--- src/sbp_pkg.sv ---
`timescale 1ns / 1ps

package sbp_pkg;

   localparam logic [7:0] HeaderByte   = 8'hFF;
   localparam logic [7:0] InsSyncWrite = 8'h83;
   localparam logic [7:0] InsBulkRead  = 8'h92;
   localparam logic [7:0] ChecksumGood = 8'hFF;
   localparam logic [7:0] NoPrevId     = 8'hFF;
   localparam logic [7:0] OwnIdReset   = 8'h01;

   typedef enum logic [6:0] {
      PH_HUNT1 = 7'b0000001,
      PH_HUNT2 = 7'b0000010,
      PH_ID    = 7'b0000100,
      PH_LEN   = 7'b0001000,
      PH_INST  = 7'b0010000,
      PH_PARAM = 7'b0100000,
      PH_CHK   = 7'b1000000
   } phase_type;

   // One received byte as it leaves the input register.
   typedef struct packed {
      logic       valid;
      logic [7:0] rx_byte;
   } word_type;

   typedef struct packed {
      logic       kind;
      logic [7:0] data_byte;
      logic [7:0] packet_id;
      logic [7:0] instruction;
      logic       checksum_ok;
      logic       sync_present;
      logic [7:0] sync_address;
      logic [7:0] sync_length;
      logic       bulk_present;
      logic [7:0] bulk_address;
      logic [7:0] bulk_length;
      logic [7:0] bulk_prev_id;
   } rsp_type;

endpackage

--- src/sbp_ifs.sv ---
`timescale 1ns / 1ps

interface sbp_req_if;
   logic       valid;
   logic       ready;
   logic [7:0] rx_byte;
   modport source (output valid, output rx_byte, input ready);
   modport sink (input valid, input rx_byte, output ready);
endinterface

interface sbp_rsp_if;
   logic       valid;
   logic       ready;
   logic       kind;
   logic [7:0] data_byte;
   logic [7:0] packet_id;
   logic [7:0] instruction;
   logic       checksum_ok;
   logic       sync_present;
   logic [7:0] sync_address;
   logic [7:0] sync_length;
   logic       bulk_present;
   logic [7:0] bulk_address;
   logic [7:0] bulk_length;
   logic [7:0] bulk_prev_id;
   modport source (output valid, input ready, output kind, output data_byte,
                   output packet_id, output instruction, output checksum_ok,
                   output sync_present, output sync_address, output sync_length,
                   output bulk_present, output bulk_address, output bulk_length,
                   output bulk_prev_id);
   modport sink (input valid, output ready, input kind, input data_byte,
                 input packet_id, input instruction, input checksum_ok,
                 input sync_present, input sync_address, input sync_length,
                 input bulk_present, input bulk_address, input bulk_length,
                 input bulk_prev_id);
endinterface

interface sbp_csr_if;
   logic       valid;
   logic       ready;
   logic [7:0] own_id;
   modport source (output valid, output own_id, input ready);
   modport sink (input valid, input own_id, output ready);
endinterface

--- src/sbp_in_stage.sv ---
`timescale 1ns / 1ps

module sbp_in_stage (
   input  logic             clock,
   input  logic             reset,
   sbp_req_if.sink          req_ch,
   input  logic             advance,
   output sbp_pkg::word_type word
);
   import sbp_pkg::*;

   logic       in_valid_ff, in_valid_in;
   logic [7:0] byte_ff, byte_in;
   logic       accept;

   // The register frees up in the same cycle that its word moves on.
   assign req_ch.ready = !reset && (!in_valid_ff || advance);
   assign accept       = req_ch.valid && req_ch.ready;

   always_comb begin
      in_valid_in = in_valid_ff;
      byte_in     = byte_ff;
      if (advance) begin
         in_valid_in = 1'b0;
      end
      if (accept) begin
         in_valid_in = 1'b1;
         byte_in     = req_ch.rx_byte;
      end
   end

   always_ff @(posedge clock) begin
      if (reset) begin
         in_valid_ff <= 1'b0;
      end else begin
         in_valid_ff <= in_valid_in;
      end
      byte_ff <= byte_in;
   end

   assign word.valid   = in_valid_ff;
   assign word.rx_byte = byte_ff;

endmodule

--- src/sbp_parser.sv ---
`timescale 1ns / 1ps

module sbp_parser (
   input  logic              clock,
   input  logic              reset,
   input  logic              fire,
   input  logic [7:0]        rx_byte,
   input  logic [7:0]        own_id,
   output logic              res_valid,
   output sbp_pkg::rsp_type  res
);
   import sbp_pkg::*;

   phase_type  phase_ff, phase_in;
   logic [7:0] held_id_ff, held_id_in;
   logic [7:0] held_length_ff, held_length_in;
   logic [7:0] held_instruction_ff, held_instruction_in;
   logic [7:0] running_sum_ff, running_sum_in;
   logic [7:0] bytes_left_ff, bytes_left_in;
   logic [7:0] entry_pos_ff, entry_pos_in;
   logic [7:0] prev_id_ff, prev_id_in;
   logic [7:0] sync_address_ff, sync_address_in;
   logic [7:0] sync_length_ff, sync_length_in;
   logic       sync_flag_ff, sync_flag_in;
   logic       bulk_flag_ff, bulk_flag_in;
   logic       busy_ff, busy_in;
   logic [7:0] bulk_length_ff, bulk_length_in;
   logic [7:0] bulk_address_ff, bulk_address_in;

   logic [7:0] total;
   logic [7:0] pos;
   logic [8:0] entry_span;
   logic [7:0] sum_next;

   assign total      = (held_length_ff >= 8'd2) ? (held_length_ff - 8'd2) : 8'd0;
   assign pos        = total - bytes_left_ff;
   assign entry_span = {1'b0, sync_length_ff} + 9'd1;
   assign sum_next   = running_sum_ff + rx_byte;

   always_comb begin
      phase_in            = phase_ff;
      held_id_in          = held_id_ff;
      held_length_in      = held_length_ff;
      held_instruction_in = held_instruction_ff;
      running_sum_in      = running_sum_ff;
      bytes_left_in       = bytes_left_ff;
      entry_pos_in        = entry_pos_ff;
      prev_id_in          = prev_id_ff;
      sync_address_in     = sync_address_ff;
      sync_length_in      = sync_length_ff;
      sync_flag_in        = sync_flag_ff;
      bulk_flag_in        = bulk_flag_ff;
      busy_in             = busy_ff;
      bulk_length_in      = bulk_length_ff;
      bulk_address_in     = bulk_address_ff;
      res_valid           = 1'b0;
      res                 = '0;

      if (fire) begin
         case (phase_ff)
            PH_HUNT1: begin
               if (rx_byte == HeaderByte) begin
                  phase_in = PH_HUNT2;
               end
            end
            PH_HUNT2: begin
               phase_in = (rx_byte == HeaderByte) ? PH_ID : PH_HUNT1;
            end
            PH_ID: begin
               held_id_in      = rx_byte;
               running_sum_in  = rx_byte;
               sync_flag_in    = 1'b0;
               bulk_flag_in    = 1'b0;
               busy_in         = 1'b0;
               prev_id_in      = 8'd0;
               sync_address_in = 8'd0;
               sync_length_in  = 8'd0;
               bulk_length_in  = 8'd0;
               bulk_address_in = 8'd0;
               entry_pos_in    = 8'd0;
               phase_in        = PH_LEN;
            end
            PH_LEN: begin
               held_length_in = rx_byte;
               running_sum_in = sum_next;
               phase_in       = PH_INST;
            end
            PH_INST: begin
               held_instruction_in = rx_byte;
               running_sum_in      = sum_next;
               bytes_left_in       = total;
               phase_in            = (total != 8'd0) ? PH_PARAM : PH_CHK;
            end
            PH_PARAM: begin
               running_sum_in = sum_next;
               if (held_instruction_ff == InsSyncWrite) begin
                  if (pos == 8'd0) begin
                     sync_address_in = rx_byte;
                  end else if (pos == 8'd1) begin
                     sync_length_in = rx_byte;
                     entry_pos_in   = 8'd0;
                  end else if (entry_pos_ff == 8'd0) begin
                     // Id byte of an entry; only a complete entry may match.
                     if (!sync_flag_ff && ({1'b0, bytes_left_ff} >= entry_span)
                         && (rx_byte == own_id)) begin
                        sync_flag_in = 1'b1;
                        if (sync_length_ff != 8'd0) begin
                           busy_in = 1'b1;
                        end
                     end
                     entry_pos_in = (sync_length_ff == 8'd0) ? 8'd0 : 8'd1;
                  end else begin
                     if (busy_ff) begin
                        res_valid     = 1'b1;
                        res.kind      = 1'b0;
                        res.data_byte = rx_byte;
                     end
                     if (entry_pos_ff == sync_length_ff) begin
                        entry_pos_in = 8'd0;
                        busy_in      = 1'b0;
                     end else begin
                        entry_pos_in = entry_pos_ff + 8'd1;
                     end
                  end
               end else if (held_instruction_ff == InsBulkRead) begin
                  if (pos == 8'd0) begin
                     entry_pos_in = 8'd0;
                  end else begin
                     case (entry_pos_ff)
                        8'd0: begin
                           if (!bulk_flag_ff) begin
                              bulk_length_in = rx_byte;
                           end
                           entry_pos_in = 8'd1;
                        end
                        8'd1: begin
                           if (!bulk_flag_ff && (bytes_left_ff >= 8'd2)) begin
                              if (rx_byte == own_id) begin
                                 bulk_flag_in = 1'b1;
                                 busy_in      = 1'b1;
                              end else begin
                                 prev_id_in = rx_byte;
                              end
                           end
                           entry_pos_in = 8'd2;
                        end
                        default: begin
                           if (busy_ff) begin
                              bulk_address_in = rx_byte;
                              busy_in         = 1'b0;
                           end
                           entry_pos_in = 8'd0;
                        end
                     endcase
                  end
               end
               if (bytes_left_ff != 8'd0) begin
                  bytes_left_in = bytes_left_ff - 8'd1;
               end
               if (bytes_left_ff <= 8'd1) begin
                  phase_in = PH_CHK;
               end
            end
            PH_CHK: begin
               running_sum_in   = sum_next;
               res_valid        = 1'b1;
               res.kind         = 1'b1;
               res.packet_id    = held_id_ff;
               res.instruction  = held_instruction_ff;
               res.checksum_ok  = (sum_next == ChecksumGood);
               res.sync_present = sync_flag_ff;
               res.sync_address = sync_flag_ff ? sync_address_ff : 8'd0;
               res.sync_length  = sync_flag_ff ? sync_length_ff : 8'd0;
               res.bulk_present = bulk_flag_ff;
               res.bulk_address = bulk_flag_ff ? bulk_address_ff : 8'd0;
               res.bulk_length  = bulk_flag_ff ? bulk_length_ff : 8'd0;
               res.bulk_prev_id = bulk_flag_ff ? prev_id_ff : NoPrevId;
               phase_in         = PH_HUNT1;
            end
            default: begin
               phase_in = PH_HUNT1;
            end
         endcase
      end
   end

   always_ff @(posedge clock) begin
      if (reset) begin
         phase_ff            <= PH_HUNT1;
         held_id_ff          <= 8'd0;
         held_length_ff      <= 8'd0;
         held_instruction_ff <= 8'd0;
         running_sum_ff      <= 8'd0;
         bytes_left_ff       <= 8'd0;
         entry_pos_ff        <= 8'd0;
         prev_id_ff          <= 8'd0;
         sync_address_ff     <= 8'd0;
         sync_length_ff      <= 8'd0;
         sync_flag_ff        <= 1'b0;
         bulk_flag_ff        <= 1'b0;
         busy_ff             <= 1'b0;
         bulk_length_ff      <= 8'd0;
         bulk_address_ff     <= 8'd0;
      end else begin
         phase_ff            <= phase_in;
         held_id_ff          <= held_id_in;
         held_length_ff      <= held_length_in;
         held_instruction_ff <= held_instruction_in;
         running_sum_ff      <= running_sum_in;
         bytes_left_ff       <= bytes_left_in;
         entry_pos_ff        <= entry_pos_in;
         prev_id_ff          <= prev_id_in;
         sync_address_ff     <= sync_address_in;
         sync_length_ff      <= sync_length_in;
         sync_flag_ff        <= sync_flag_in;
         bulk_flag_ff        <= bulk_flag_in;
         busy_ff             <= busy_in;
         bulk_length_ff      <= bulk_length_in;
         bulk_address_ff     <= bulk_address_in;
      end
   end

endmodule

--- src/sbp_out_stage.sv ---
`timescale 1ns / 1ps

module sbp_out_stage (
   input  logic             clock,
   input  logic             reset,
   input  logic             fire,
   input  logic             res_valid,
   input  sbp_pkg::rsp_type res,
   output logic             open,
   sbp_rsp_if.source        rsp_ch
);
   import sbp_pkg::*;

   logic    rsp_valid_ff, rsp_valid_in;
   rsp_type rsp_ff, rsp_in;

   // The register can take a new word when it is empty or being drained.
   assign open = !rsp_valid_ff || rsp_ch.ready;

   always_comb begin
      rsp_valid_in = rsp_valid_ff;
      rsp_in       = rsp_ff;
      if (rsp_valid_ff && rsp_ch.ready) begin
         rsp_valid_in = 1'b0;
      end
      if (fire && res_valid) begin
         rsp_valid_in = 1'b1;
         rsp_in       = res;
      end
   end

   always_ff @(posedge clock) begin
      if (reset) begin
         rsp_valid_ff <= 1'b0;
      end else begin
         rsp_valid_ff <= rsp_valid_in;
      end
      rsp_ff <= rsp_in;
   end

   assign rsp_ch.valid        = rsp_valid_ff;
   assign rsp_ch.kind         = rsp_ff.kind;
   assign rsp_ch.data_byte    = rsp_ff.data_byte;
   assign rsp_ch.packet_id    = rsp_ff.packet_id;
   assign rsp_ch.instruction  = rsp_ff.instruction;
   assign rsp_ch.checksum_ok  = rsp_ff.checksum_ok;
   assign rsp_ch.sync_present = rsp_ff.sync_present;
   assign rsp_ch.sync_address = rsp_ff.sync_address;
   assign rsp_ch.sync_length  = rsp_ff.sync_length;
   assign rsp_ch.bulk_present = rsp_ff.bulk_present;
   assign rsp_ch.bulk_address = rsp_ff.bulk_address;
   assign rsp_ch.bulk_length  = rsp_ff.bulk_length;
   assign rsp_ch.bulk_prev_id = rsp_ff.bulk_prev_id;

endmodule

--- src/servo_bus_packet_parser.sv ---
// Receive-side packet parser for a half-duplex servo bus.
// req_ch carries one received bus byte per word. rsp_ch returns words of two
// kinds: kind 0 is a sync-write data byte addressed to this node, passed on
// as it arrives; kind 1 is the summary of a packet, sent after its checksum
// byte, with id, instruction, checksum status and the sync-write and
// bulk-read entries that matched this node.
// csr_ch writes own_id, the node's bus id. It is always ready outside reset
// and should only be written while no byte is in flight.
// A byte accepted into the input register is parsed when it moves on, and
// that parse loads the result register, from which the result is offered on
// rsp_ch. One byte is taken every cycle while rsp_ch does not stall; the
// parse step itself is combinational between the two registers.
// When rsp_ch stalls with a word held, the input register still takes one
// more byte, and req_ch.ready drops only once both registers are full.
// Reset returns the parser to hunting for the header, empties both
// registers and sets own_id to 1.
`timescale 1ns / 1ps

module servo_bus_packet_parser (
   input  logic      clock,
   input  logic      reset,
   sbp_req_if.sink   req_ch,
   sbp_rsp_if.source rsp_ch,
   sbp_csr_if.sink   csr_ch
);
   import sbp_pkg::*;

   word_type   word;
   logic       out_open;
   logic       fire;
   logic       res_valid;
   rsp_type    res;
   logic [7:0] own_id_ff, own_id_in;

   assign csr_ch.ready = !reset;
   assign own_id_in    = (csr_ch.valid && csr_ch.ready) ? csr_ch.own_id : own_id_ff;

   always_ff @(posedge clock) begin
      if (reset) begin
         own_id_ff <= OwnIdReset;
      end else begin
         own_id_ff <= own_id_in;
      end
   end

   assign fire = word.valid && out_open;

   sbp_in_stage u_in (
      .clock   (clock),
      .reset   (reset),
      .req_ch  (req_ch),
      .advance (fire),
      .word    (word)
   );

   sbp_parser u_parser (
      .clock     (clock),
      .reset     (reset),
      .fire      (fire),
      .rx_byte   (word.rx_byte),
      .own_id    (own_id_ff),
      .res_valid (res_valid),
      .res       (res)
   );

   sbp_out_stage u_out (
      .clock     (clock),
      .reset     (reset),
      .fire      (fire),
      .res_valid (res_valid),
      .res       (res),
      .open      (out_open),
      .rsp_ch    (rsp_ch)
   );

endmodule

--- src/flat_wrapper.sv ---
// flat-port wrapper written by rule: the top's interface ports become plain ports
module servo_bus_packet_parser_flat import sbp_pkg::*;
  (clock, reset, req_ch_valid, req_ch_rx_byte, req_ch_ready, rsp_ch_valid, rsp_ch_ready, rsp_ch_kind, rsp_ch_data_byte, rsp_ch_packet_id, rsp_ch_instruction, rsp_ch_checksum_ok, rsp_ch_sync_present, rsp_ch_sync_address, rsp_ch_sync_length, rsp_ch_bulk_present, rsp_ch_bulk_address, rsp_ch_bulk_length, rsp_ch_bulk_prev_id, csr_ch_valid, csr_ch_own_id, csr_ch_ready);
  sbp_req_if req_ch_i ();
  sbp_rsp_if rsp_ch_i ();
  sbp_csr_if csr_ch_i ();
  input  logic clock;
  input  logic reset;
  input wire logic [$bits(req_ch_i.valid)-1:0] req_ch_valid;
  input wire logic [$bits(req_ch_i.rx_byte)-1:0] req_ch_rx_byte;
  output wire logic [$bits(req_ch_i.ready)-1:0] req_ch_ready;
  output wire logic [$bits(rsp_ch_i.valid)-1:0] rsp_ch_valid;
  input wire logic [$bits(rsp_ch_i.ready)-1:0] rsp_ch_ready;
  output wire logic [$bits(rsp_ch_i.kind)-1:0] rsp_ch_kind;
  output wire logic [$bits(rsp_ch_i.data_byte)-1:0] rsp_ch_data_byte;
  output wire logic [$bits(rsp_ch_i.packet_id)-1:0] rsp_ch_packet_id;
  output wire logic [$bits(rsp_ch_i.instruction)-1:0] rsp_ch_instruction;
  output wire logic [$bits(rsp_ch_i.checksum_ok)-1:0] rsp_ch_checksum_ok;
  output wire logic [$bits(rsp_ch_i.sync_present)-1:0] rsp_ch_sync_present;
  output wire logic [$bits(rsp_ch_i.sync_address)-1:0] rsp_ch_sync_address;
  output wire logic [$bits(rsp_ch_i.sync_length)-1:0] rsp_ch_sync_length;
  output wire logic [$bits(rsp_ch_i.bulk_present)-1:0] rsp_ch_bulk_present;
  output wire logic [$bits(rsp_ch_i.bulk_address)-1:0] rsp_ch_bulk_address;
  output wire logic [$bits(rsp_ch_i.bulk_length)-1:0] rsp_ch_bulk_length;
  output wire logic [$bits(rsp_ch_i.bulk_prev_id)-1:0] rsp_ch_bulk_prev_id;
  input wire logic [$bits(csr_ch_i.valid)-1:0] csr_ch_valid;
  input wire logic [$bits(csr_ch_i.own_id)-1:0] csr_ch_own_id;
  output wire logic [$bits(csr_ch_i.ready)-1:0] csr_ch_ready;
  assign req_ch_i.valid = req_ch_valid;
  assign req_ch_i.rx_byte = req_ch_rx_byte;
  assign req_ch_ready = req_ch_i.ready;
  assign rsp_ch_valid = rsp_ch_i.valid;
  assign rsp_ch_i.ready = rsp_ch_ready;
  assign rsp_ch_kind = rsp_ch_i.kind;
  assign rsp_ch_data_byte = rsp_ch_i.data_byte;
  assign rsp_ch_packet_id = rsp_ch_i.packet_id;
  assign rsp_ch_instruction = rsp_ch_i.instruction;
  assign rsp_ch_checksum_ok = rsp_ch_i.checksum_ok;
  assign rsp_ch_sync_present = rsp_ch_i.sync_present;
  assign rsp_ch_sync_address = rsp_ch_i.sync_address;
  assign rsp_ch_sync_length = rsp_ch_i.sync_length;
  assign rsp_ch_bulk_present = rsp_ch_i.bulk_present;
  assign rsp_ch_bulk_address = rsp_ch_i.bulk_address;
  assign rsp_ch_bulk_length = rsp_ch_i.bulk_length;
  assign rsp_ch_bulk_prev_id = rsp_ch_i.bulk_prev_id;
  assign csr_ch_i.valid = csr_ch_valid;
  assign csr_ch_i.own_id = csr_ch_own_id;
  assign csr_ch_ready = csr_ch_i.ready;
  servo_bus_packet_parser u_core (.clock(clock), .reset(reset), .req_ch(req_ch_i), .rsp_ch(rsp_ch_i), .csr_ch(csr_ch_i));
endmodule
--- config.mk ---
export PLATFORM = sky130hd
export DESIGN_NAME = servo_bus_packet_parser_flat
export DESIGN_NICKNAME = d
export VERILOG_FILES = /design/src/sbp_pkg.sv /design/src/sbp_ifs.sv /design/src/sbp_in_stage.sv /design/src/sbp_parser.sv /design/src/sbp_out_stage.sv /design/src/servo_bus_packet_parser.sv /design/src/flat_wrapper.sv
export SDC_FILE = /design/constraint.sdc
export NUM_CORES = 1
export LEC_CHECK = 0
export ABC_AREA = 1
export BUFFER_PORTS_ARGS = -buffer_cell sky130_fd_sc_hd__buf_2
export CORE_UTILIZATION = 52
export CTS_CLUSTER_SIZE = 10
export DETAILED_ROUTE_END_ITERATION = 16
export HOLD_SLACK_MARGIN = 0.05
export PLACE_DENSITY = 0.74
export RECOVER_POWER = 25
export SYNTH_ARGS = -nofsm -noshare
export SYNTH_HDL_FRONTEND = slang
export SYNTH_HIERARCHICAL = 1
export SYNTH_SLANG_ARGS = --single-unit
export TNS_END_PERCENT = 30
--- constraint.sdc ---
create_clock -name clock -period 4.2 [get_ports clock]
set_clock_uncertainty 0.15 [all_clocks]
set_input_delay 0.63 -clock clock [delete_from_list [all_inputs] [get_ports clock]]
set_output_delay 0.63 -clock clock [all_outputs]
set_load 0.01 [all_outputs]
* After elaboration in Yosys (flattened, before gate mapping)
Cells that the tools add are included.
Word-level totals: memory bits (writable) 0, memories 0, input bits 21, flip-flop bits (word level) 184, bits in read-only memories 0, bits in latches 0, output and inout bits 71
Cells by class: $add $sub $neg 6, magnitude comparators 4, $mul 0, shift-type cells 0, bitwise logic cells 4, mux-type cells 82, div/mod/pow operators 0, equality and inequality tests 43, reductions and logical operators 48
Operators by type and width (number):
- $mux W8 | 30
- $pmux W8 S2 | 8
- $pmux W7 S6 | 1
- $ne A2 B2 Y1 const B | 18
- $eq A8 B8 Y1 const B | 4
- $mux W1 | 31
- $logic_not A8 Y1 | 3
- $reduce_bool A8 Y1 | 3
- $mux W7 | 3
- $reduce_and A7 Y1 | 3
- $eq A8 B1 Y1 const B | 2
- $eq A8 B8 Y1 | 2
- $ge A8 B2 Y1 const B | 2
- $ne A4 B4 Y1 const B | 4
- $reduce_and A8 Y1 | 2
- $ne A3 B3 Y1 const B | 5
- $pmux W1 S2 | 6
- $reduce_and A3 Y1 | 4
- $reduce_and A11 Y1 | 1
- $reduce_and A2 Y1 | 5
- $reduce_bool A2 Y1 | 5
- $add A8 B1 Y9 const B | 1
- $ge A8 B9 Y1 | 1
- $logic_and A1 B1 Y1 | 9
- 25 further kinds | 34

* Logic depth before layout (Yosys ltp)
Gate-level depths: netlist (run 1).
depth after elaboration 11, depth in mapped cells 24

* By module
Netlist (run 1), hierarchy kept.
By module, submodules not included:
- sbp_parser | area each 6749.0 um2, cells each 1027, instances 1
- sbp_out_stage | area each 2088.3 um2, cells each 74, instances 1
- sbp_in_stage | area each 306.5 um2, cells each 18, instances 1
- servo_bus_packet_parser | area each 275.3 um2, cells each 36, instances 1

* Worst setup path after synthesis (run 1)
OpenSTA, ideal clock, no wires.
path kind reg-to-reg, from register u_core.u_parser.held_length_ff[1], to register u_core.u_out.rsp_ff (netlist bit u_core/u_out/rsp_ch.bulk_address[0]), enable pin, cell stages (with the launch flop) 22, library setup time 422 ps, required time 3628 ps, path slack -156 ps, arrival time 3784 ps, cell sequence dfxtp_1 > inv_1 > ha_1 > xnor2_1 > or2_2 > inv_1 > ha_1 > nand2_1 > nand2_2 > inv_2 > nand2_2 > nand2_1 > nand2_1 > nand3_1 > nor2_2 > inv_2 > nor2_8 > nand2_4 > nand3_1 > nand2_1 > nand2_1 > inv_1
Between the ends: longest elaborated chain between the ends 10
RTL lines:
- start, declared | RTL line sbp_parser.sv:16 | logic [7:0] held_length_ff, held_length_in;
- start signal, assigned | RTL line sbp_parser.sv:207 | held_length_ff <= held_length_in;
- $sub A8 B2 Y8 or $ge A8 B2 Y1 (tied branches) | RTL line sbp_parser.sv:35 | assign total = (held_length_ff >= 8'd2) ? (held_length_ff - 8'd2) : 8'd0;
- $mux W8 * | RTL line sbp_parser.sv:35
- $sub A8 B8 Y8 * | RTL line sbp_parser.sv:36 | assign pos = total - bytes_left_ff;
- $eq A8 B1 Y1 | RTL line sbp_parser.sv:99 | end else if (pos == 8'd1) begin
- $mux W1 | RTL line sbp_parser.sv:99
- $mux W1 * | RTL line sbp_parser.sv:97 | if (pos == 8'd0) begin
- $mux W1 * | RTL line sbp_parser.sv:96 | if (held_instruction_ff == InsSyncWrite) begin
- $pmux W1 S2 * | RTL line sbp_parser.sv:60 | case (phase_ff)
- $mux W1 * | RTL line sbp_parser.sv:59 | if (fire) begin
- named net u_core.res_valid | RTL line servo_bus_packet_parser.sv:31 | logic res_valid;
- $logic_and A1 B1 Y1 * | RTL line sbp_out_stage.sv:26 | if (fire && res_valid) begin
- end signal, assigned | RTL line sbp_out_stage.sv:38 | rsp_ff <= rsp_in;
- end, declared | RTL line sbp_out_stage.sv:15 | rsp_type rsp_ff, rsp_in;
The timed path passes the listed nets; every way through them passes the cells marked *. A chain may end at the register's enable or synchronous reset.

* Worst setup path in the final report (run 1)
from register u_core.u_parser.held_length_ff[5], to register u_core.u_out.rsp_ff (netlist bit u_core/u_out/rsp_ch.sync_length[3]), enable pin
The elaborated chain is that of the path after synthesis.

==> summary.txt, run 1 <==
Global routing
  – Initial antenna violation count: 0
  – Number of global-route vias before repair: 6834
  – Grt total ovfl: 0
  – Total Routing Usage GR: 0.238
  – First-pass GRT wire length: 34.3 mm
  – Pin count of the biggest net entering global routing: just under 60

Place
  – Final GP Congestion: 0.909
  – Final HPWL DP: around 15 mm
  – Port Buffer Count: 91
  – Area post-placement: 10000 µm²
  – Cell count after placement: ~1400

Routing
  – Drt wl/cell: roughly 14 µm
  – Initial DRC Count: 611
  – TritonRoute pass-1 iters: 5
  – Via count: 7649
  – DRC Markers: 0
  – Post-DR vias/cell: 5.18
  – Final antenna-violating net count: 0
  – WL final: 21.3 mm

Yosys
  – Post-synth EDFFs: 76
  – Syn_nets: around 1200
  – Fraction of registers with async set/reset: 0
  – Register area share after synthesis: 0.472
  – Synthesized area per cell: between 8 and 9 µm²
  – Post-synth top flop: dfxtp_1
  – Mapped Cells: 1155
  – Ys Warns: 6
  – Cell area after synthesis: between 9000 and 10000 µm²
  – Netlist cell types: 52
  – Flops & latches, synth: 184

STA
  – Setup Total Neg Slack: 0 ns
  – Min cycle time layout: 3.81 ns
  – Relative slew slack: -0.0271
  – Final setup fails: 0
  – RSZ-0062 raised after global routing: false
  – Final worst-path cycle share: 0.908
  – Hold_ws: 0.226 ns
  – F_max: 262 MHz
  – Worst Max-Slew Pin Slew: 1.54 ns
  – Fin. Hold Viols: 0
  – Max Slew Vio Count: 27

Critical path
  – CP Max Fanout: 58
  – WS Path Type: flop to flop
  – CP Launch Type: flop
  – WP data arrival: roughly 3.8 ns
  – Endpoint class of the critical path: flop
  – Worst EP required: 4.20 ns

Run status
  – Failing checks: max-capacitance violations, max-slew violations
  – Status: complete, but fails checks

Clocking
  – CTS tree: done
  – H-tree depth: 4
  – CTS Hold Bufs: 0
  – Post-CTS Resized: 0
  – Clk Tree Root Cell: clkbuf_16
  – Clock slew at reported path FFs: 0.07 ns
  – Clk buf depth: 2
  – CTS buffer count: 17
  – Num Clock Sinks: 184
  – Worst-Skew Late Latency: 0.43 ns
  – Post-CTS setup buffers: 0

Power
  – Leakage power: 4.41 nW
  – Cell Pwr Density: 351 nW/µm²
  – Max VDD drop: 387 µV
  – Total power: 3.71 mW

Die
  – Initial core utilization: 0.539
  – Core area: 17500 µm²
  – Full die area: around 19000 µm²
  – Die Wd: 137 µm
  – Number of I/O pins: 92
  – Row count: 48
  – Die Span Y: 137 µm

Cells and area
  – Final instance area: 10600 µm²
  – Share of cells above drive strength 1: 0.0983
  – Layout Nets: roughly 1300
  – Syn-to-layout area delta: 12.1%
  – Antenna diode count: 0
  – Non-Filler Instances: 1476

Job
  – Max-cap violations: 1

Worst hold path
  – Min-Delay Path Class: input pin to flop
-- power breakdown --
part / total (mW) / switching [mW] / leakage [nW] / internal [mW]
Combinational: 0.209 / 0.136 / 2.43 / 0.0725
Sequential: 1.90 / 0.0265 / 1.70 / 1.87
Clock: 1.60 / 0.796 / 0.284 / 0.804
-- critical path: stages (launching register included) --
cell and delay (ns):
dfxtp_1 0.39, inv_2 0.06, nand2_2 0.11, nor2_2 0.06, nand2_2 0.12, inv_1 0.11, nor2_1 0.20, inv_1 0.09
fa_1 0.43, inv_1 0.10, nand3_1 0.10, nand2_2 0.09, nand2_1 0.04, nand2_1 0.06, nand3_1 0.09, nor2_2 0.17
inv_2 0.09, nor2_8 0.16, nand2_4 0.08, nand3_2 0.19, nand2_1 0.07, nand2_1 0.16, clkinvlp_4 0.14, buf_12 0.22
-- registers in the layout (all words and copies together), names as in the netlist, 7 cells and up --
name                                 cells
u_core/own_id_ff                         8
u_core/u_in/byte_ff                      8
u_core/u_out/rsp_ch.bulk_address         8
u_core/u_out/rsp_ch.bulk_length          8
u_core/u_out/rsp_ch.bulk_prev_id         8
u_core/u_out/rsp_ch.data_byte            8
u_core/u_out/rsp_ch.instruction          8
u_core/u_out/rsp_ch.packet_id            8
u_core/u_out/rsp_ch.sync_address         8
u_core/u_out/rsp_ch.sync_length          8
u_core/u_parser/bulk_address_ff          8
u_core/u_parser/bulk_length_ff           8
u_core/u_parser/bytes_left_ff            8
u_core/u_parser/entry_pos_ff             8
u_core/u_parser/held_id_ff               8
u_core/u_parser/held_instruction_ff      8
u_core/u_parser/held_length_ff           8
u_core/u_parser/phase_ff                 7
u_core/u_parser/prev_id_ff               8
u_core/u_parser/running_sum_ff           8
u_core/u_parser/sync_address_ff          8
u_core/u_parser/sync_length_ff           8
-- metal layers --
layer  share of wire  up-vias  track usage  wire, µm
li1                -     3928            -         -
met5               0        -            0         0
met4           0.015        0       0.0735       310
met1            0.46     3485        0.329      9920
met2            0.47      213        0.379      9930
met3           0.056       23       0.0419      1190
-- path summary, 6_finish.rpt --
| kind | to | slack (ns) | depth (start not counted) | startpoint |
|---|---|---|---|---|
| worst max-delay path | u_core/u_out/rsp_ch.sync_length[3] | 0.39 | 23 | u_core/u_parser/held_length_ff[5] |
| worst min-delay path | u_core/u_in/byte_ff[7] | 0.23 | 1 | req_ch_rx_byte[7] |
| worst max register to register | u_core/u_out/rsp_ch.sync_length[3] | 0.39 | 23 | u_core/u_parser/held_length_ff[5] |
| worst min register to register | u_core/u_parser/held_id_ff[5] | 0.31 | 2 | u_core/u_parser/held_id_ff[5] |
-- layout by cell type, fill, tap and decap left out, types with 4 or more instances in the layout --
cell / Yosys / routed
a211oi_1: 7 / 7
a21oi_1: 87 / 87
a31oi_1: 5 / 5
buf_2: 10 / 26
buf_4: 2 / 11
clkbuf_1: 20 / 65
clkbuf_16: 0 / 17
clkinv_8: 0 / 4
dfxtp_1: 108 / 108
edfxtp_1: 76 / 76
ha_1: 32 / 32
inv_1: 154 / 153
inv_2: 7 / 7
inv_6: 0 / 5
nand2_1: 171 / 172
nand2_2: 12 / 11
nand3_1: 40 / 39
nand3_2: 3 / 4
nand3b_1: 12 / 12
nand4_1: 19 / 19
nor2_1: 203 / 203
nor2_2: 9 / 9
nor3_1: 14 / 14
nor4_1: 7 / 7
o21ai_0: 70 / 70
o21bai_1: 8 / 8
xnor2_1: 14 / 14
xor2_1: 22 / 22
-- synth_stat cells (5+ instances only) --
master / n / area [µm²]
dfxtp_1: 108 / 2160
nor4_1: 7 / 43.8
ha_1: 32 / 400
nor2_1: 203 / 762
nand4_1: 19 / 119
nor3_1: 14 / 70.1
o21bai_1: 8 / 60.1
xor2_1: 22 / 193
buf_2: 10 / 50.1
xnor2_1: 14 / 123
a211oi_1: 7 / 52.6
a21oi_1: 87 / 435
nor2_2: 9 / 56.3
nand3b_1: 12 / 90.1
inv_1: 154 / 578
nand2_2: 12 / 75.1
inv_2: 7 / 26.3
edfxtp_1: 76 / 2280
clkbuf_1: 20 / 75.1
a31oi_1: 5 / 31.3
nand2_1: 171 / 642
o21ai_0: 70 / 350
nand3_1: 40 / 200
-- per-stage QoR --
| stage | util | worst slack (ns) |
|---|---|---|
| floorplan | - | 0.0773 |
| global placement | 0.575 | 0.492 |
| detailed placement | 0.575 | 0.425 |
| CTS | 0.609 | 0.403 |
| global route | 0.604 | 0.0798 |
| finish | 0.604 | 0.386 |
-- cell type report --
type / count / area, µm²
fill: 1568 / 6910
clock inverter: 15 / 171
tap: 225 / 282
inverter: 163 / 618
sequential: 184 / 4440
multi-input combinational: 769 / 4150
clock buffer: 17 / 425
timing repair buffer: 103 / 477
-- cells by family (layout without fill, tap and decap cells) --
kind of cell | Yosys count | after routing | share of synthesized area
AOI/OAI and AO/OA | 192 | 192 | 0.114
adders and majority gates | 34 | 34 | 0.0468
DFF | 184 | 184 | 0.472
xor gates and xnor gates | 36 | 36 | 0.0335
and+or+nand+nor | 507 | 507 | 0.245
buffers and inverters | 202 | 298 | 0.0883
(Power assumes the default switching activity.)
==> run 2: changes to the inputs <==
--- a/config.mk
+++ b/config.mk
@@ -6,7 +6,7 @@
 export NUM_CORES = 1
 export LEC_CHECK = 0
 export ABC_AREA = 1
-export BUFFER_PORTS_ARGS = -buffer_cell sky130_fd_sc_hd__buf_2
+export BUFFER_PORTS_ARGS = -buffer_cell sky130_fd_sc_hd__buf_4
 export CORE_UTILIZATION = 52
 export CTS_CLUSTER_SIZE = 10
 export DETAILED_ROUTE_END_ITERATION = 16
==> run 2 against run 1 <==
  * Fmax down 0.20%
  * Combinational power up 2%
  * Global-route usage down 0.19 points
  * Clock-buffer cell count unchanged
  * Utilization up 0.41 points
  * Critical endpoint is now u_core/u_out/rsp_ch.sync_length[5]
  * Sequential cell count unchanged
  * The run now ends clean
  * Hold slack better by 0.018 ns
  * Clock power about the same
==> summary.txt, run 2 (synthesized netlist as in run 1, its figures left out) <==
STA
  – Max Slew Vio Count: 0 (was 27)
  – Setup Total Neg Slack: 0 ns (unchanged)
  – RSZ-0062 raised after global routing: false (unchanged)
  – Worst Max-Slew Pin Slew: 1.48 ns (was 1.54 ns)
  – Final WS setup: 0.379 ns (was 0.386 ns)
  – Fin. Hold Viols: 0 (unchanged)
  – Relative slew slack: 0.0123 (was -0.0271)
  – Final setup fails: 0 (unchanged)
  – Final worst-path cycle share: 0.910 (was 0.908)
  – F_max: 262 MHz (about the same)
  – Min cycle time layout: 3.82 ns (was 3.81 ns)

Cells and area
  – Syn-to-layout area delta: 12.9% (was 12.1%)
  – Commonest non-fill, non-tap cells in the layout: 203 x nor2_1, 171 x nand2_1, 153 x inv_1, 108 x dfxtp_1, 87 x a21oi_1 (was 203 x nor2_1, 172 x nand2_1, 153 x inv_1, 108 x dfxtp_1, 87 x a21oi_1)
  – Antenna diode count: 0 (unchanged)
  – Post-layout util: 0.608 (was 0.604)
  – Share of cells above drive strength 1: 0.0984 (was 0.0983)
  – Layout Nets: 1292 (was 1293)
  – Leading cell type in the layout, fill and taps excluded: nor2_1 (unchanged)

Clocking
  – Num Clock Sinks: 184 (unchanged)
  – H-tree depth: 4 (unchanged)
  – CTS Hold Bufs: 0 (unchanged)
  – CTS buffer count: 17 (unchanged)
  – Post-CTS setup buffers: 0 (unchanged)
  – Clk Tree Root Cell: clkbuf_16 (unchanged)
  – Worst-Skew Late Latency: 0.43 ns (about the same)
  – CTS tree: done (unchanged)
  – Clock slew at reported path FFs: 0.08 ns (was 0.07 ns)
  – Clk buf depth: 2 (unchanged)
  – Post-CTS Resized: 0 (unchanged)

Place
  – Final HPWL DP: 15.3 mm (was 15.0 mm)
  – Port Buffer Count: 91 (unchanged)
  – Final GP Congestion: 0.909 (about the same)
  – Setup WS pre-CTS: 0.398 ns (was 0.425 ns)

Routing
  – Initial DRC Count: 582 (was 611)
  – Post-DR vias/cell: 5.25 (was 5.18)
  – WL final: 21.5 mm (was 21.3 mm)
  – Final antenna-violating net count: 0 (unchanged)
  – Drt wl/cell: 14.6 µm (was 14.5 µm)
  – DRC Markers: 0 (unchanged)
  – TritonRoute pass-1 iters: 5 (unchanged)
  – Via count: 7750 (was 7649)

Run status
  – Status: completed (was complete, but fails checks)

Critical path
  – Worst EP required: 4.20 ns (about the same)
  – Endpoint class of the critical path: flop (unchanged)
  – WP data arrival: 3.82 ns (was 3.81 ns)
  – CP Max Fanout: 58 (unchanged)
  – WS Path Type: flop to flop (unchanged)
  – CP Launch Type: flop (unchanged)

Die
  – Initial core utilization: 0.539 (unchanged)
  – Core area: 17500 µm² (unchanged)
  – Die Span Y: 137 µm (unchanged)
  – Full die area: 18700 µm² (unchanged)
  – Row count: 48 (unchanged)
  – Number of I/O pins: 92 (unchanged)
  – Die Wd: 137 µm (unchanged)

Power
  – Max VDD drop: 391 µV (was 387 µV)
  – Cell Pwr Density: 352 nW/µm² (was 351 nW/µm²)
  – Leakage power: 4.43 nW (was 4.41 nW)
  – Total power: 3.74 mW (was 3.71 mW)

Global routing
  – First-pass GRT wire length: 33.9 mm (was 34.3 mm)
  – Number of global-route vias before repair: 7017 (was 6834)
  – Pin count of the biggest net entering global routing: 77 (was 59)
  – Grt total ovfl: 0 (unchanged)
  – Total Routing Usage GR: 0.236 (was 0.238)
  – Initial antenna violation count: 0 (unchanged)

Worst hold path
  – Min-Delay Path Class: input pin to flop (unchanged)

Job
  – Max-cap violations: 0 (was 1)
run 2: worst max-delay path, cell delays in order, from the launching register on:
cell        delay (ns)
dfxtp_1           0.41
inv_2             0.05
nand2_1           0.09
nor2_2            0.05
nand2_2           0.15
inv_1             0.11
nor2_1            0.19
inv_1             0.09
fa_1              0.43
inv_1             0.11
nand3_1           0.10
nand2_2           0.08
nand2_1           0.04
nand2_1           0.06
nand3_1           0.09
nor2_2            0.17
inv_2             0.09
nor2_8            0.16
nand2_4           0.08
nand3_2           0.18
nand2_1           0.07
nand2_1           0.17
clkinvlp_4        0.14
buf_12            0.21
run 2: layout make-up:
type	count	area (µm²)
Multi-Input combinational cell	769	4150
Sequential cell	184	4440
Tap cell	225	282
Clock buffer	17	425
Fill cell	1577	6840
Clock inverter	15	185
Inverter	163	618
Timing Repair Buffer	102	532
run 2: power by group:
part | internal, mW | switching (mW)
clock network | 0.857 | 0.773
logic | 0.0778 | 0.136
registers | 1.87 | 0.0266
total | 2.81 | 0.936
run 2: path summary, 6_finish.rpt:
path                            cells past startpoint                               start                                  to  slack [ns]
worst max-delay path                               23   u_core/u_parser/held_length_ff[3]  u_core/u_out/rsp_ch.sync_length[5]        0.38
worst min-delay path                                1                   req_ch_rx_byte[4]              u_core/u_in/byte_ff[4]        0.24
worst max register to register                     23   u_core/u_parser/held_length_ff[3]  u_core/u_out/rsp_ch.sync_length[5]        0.38
worst min register to register                      2  u_core/u_parser/sync_address_ff[4]  u_core/u_parser/sync_address_ff[4]        0.31
run 2: through the flow:
stage | std cells | hold slack (ns) | area, µm²
final | 1475 | 0.244 | 10600
after global routing | 1475 | 0.231 | 10600
after CTS | 1475 | 0.209 | 10900
after detailed placement | 1443 | 0.298 | 10300
after global placement | 1443 | 0.291 | 10300
after floorplan | 1155 | 0.280 | 9430
run 2: per-layer routing:
metal / global-route usage / wire, µm / share of wire
met1: 0.314 / 9770 / 0.45
met2: 0.384 / 10300 / 0.48
met3: 0.0378 / 1050 / 0.049
met4: 0.0932 / 425 / 0.020
met5: 0 / 0 / 0
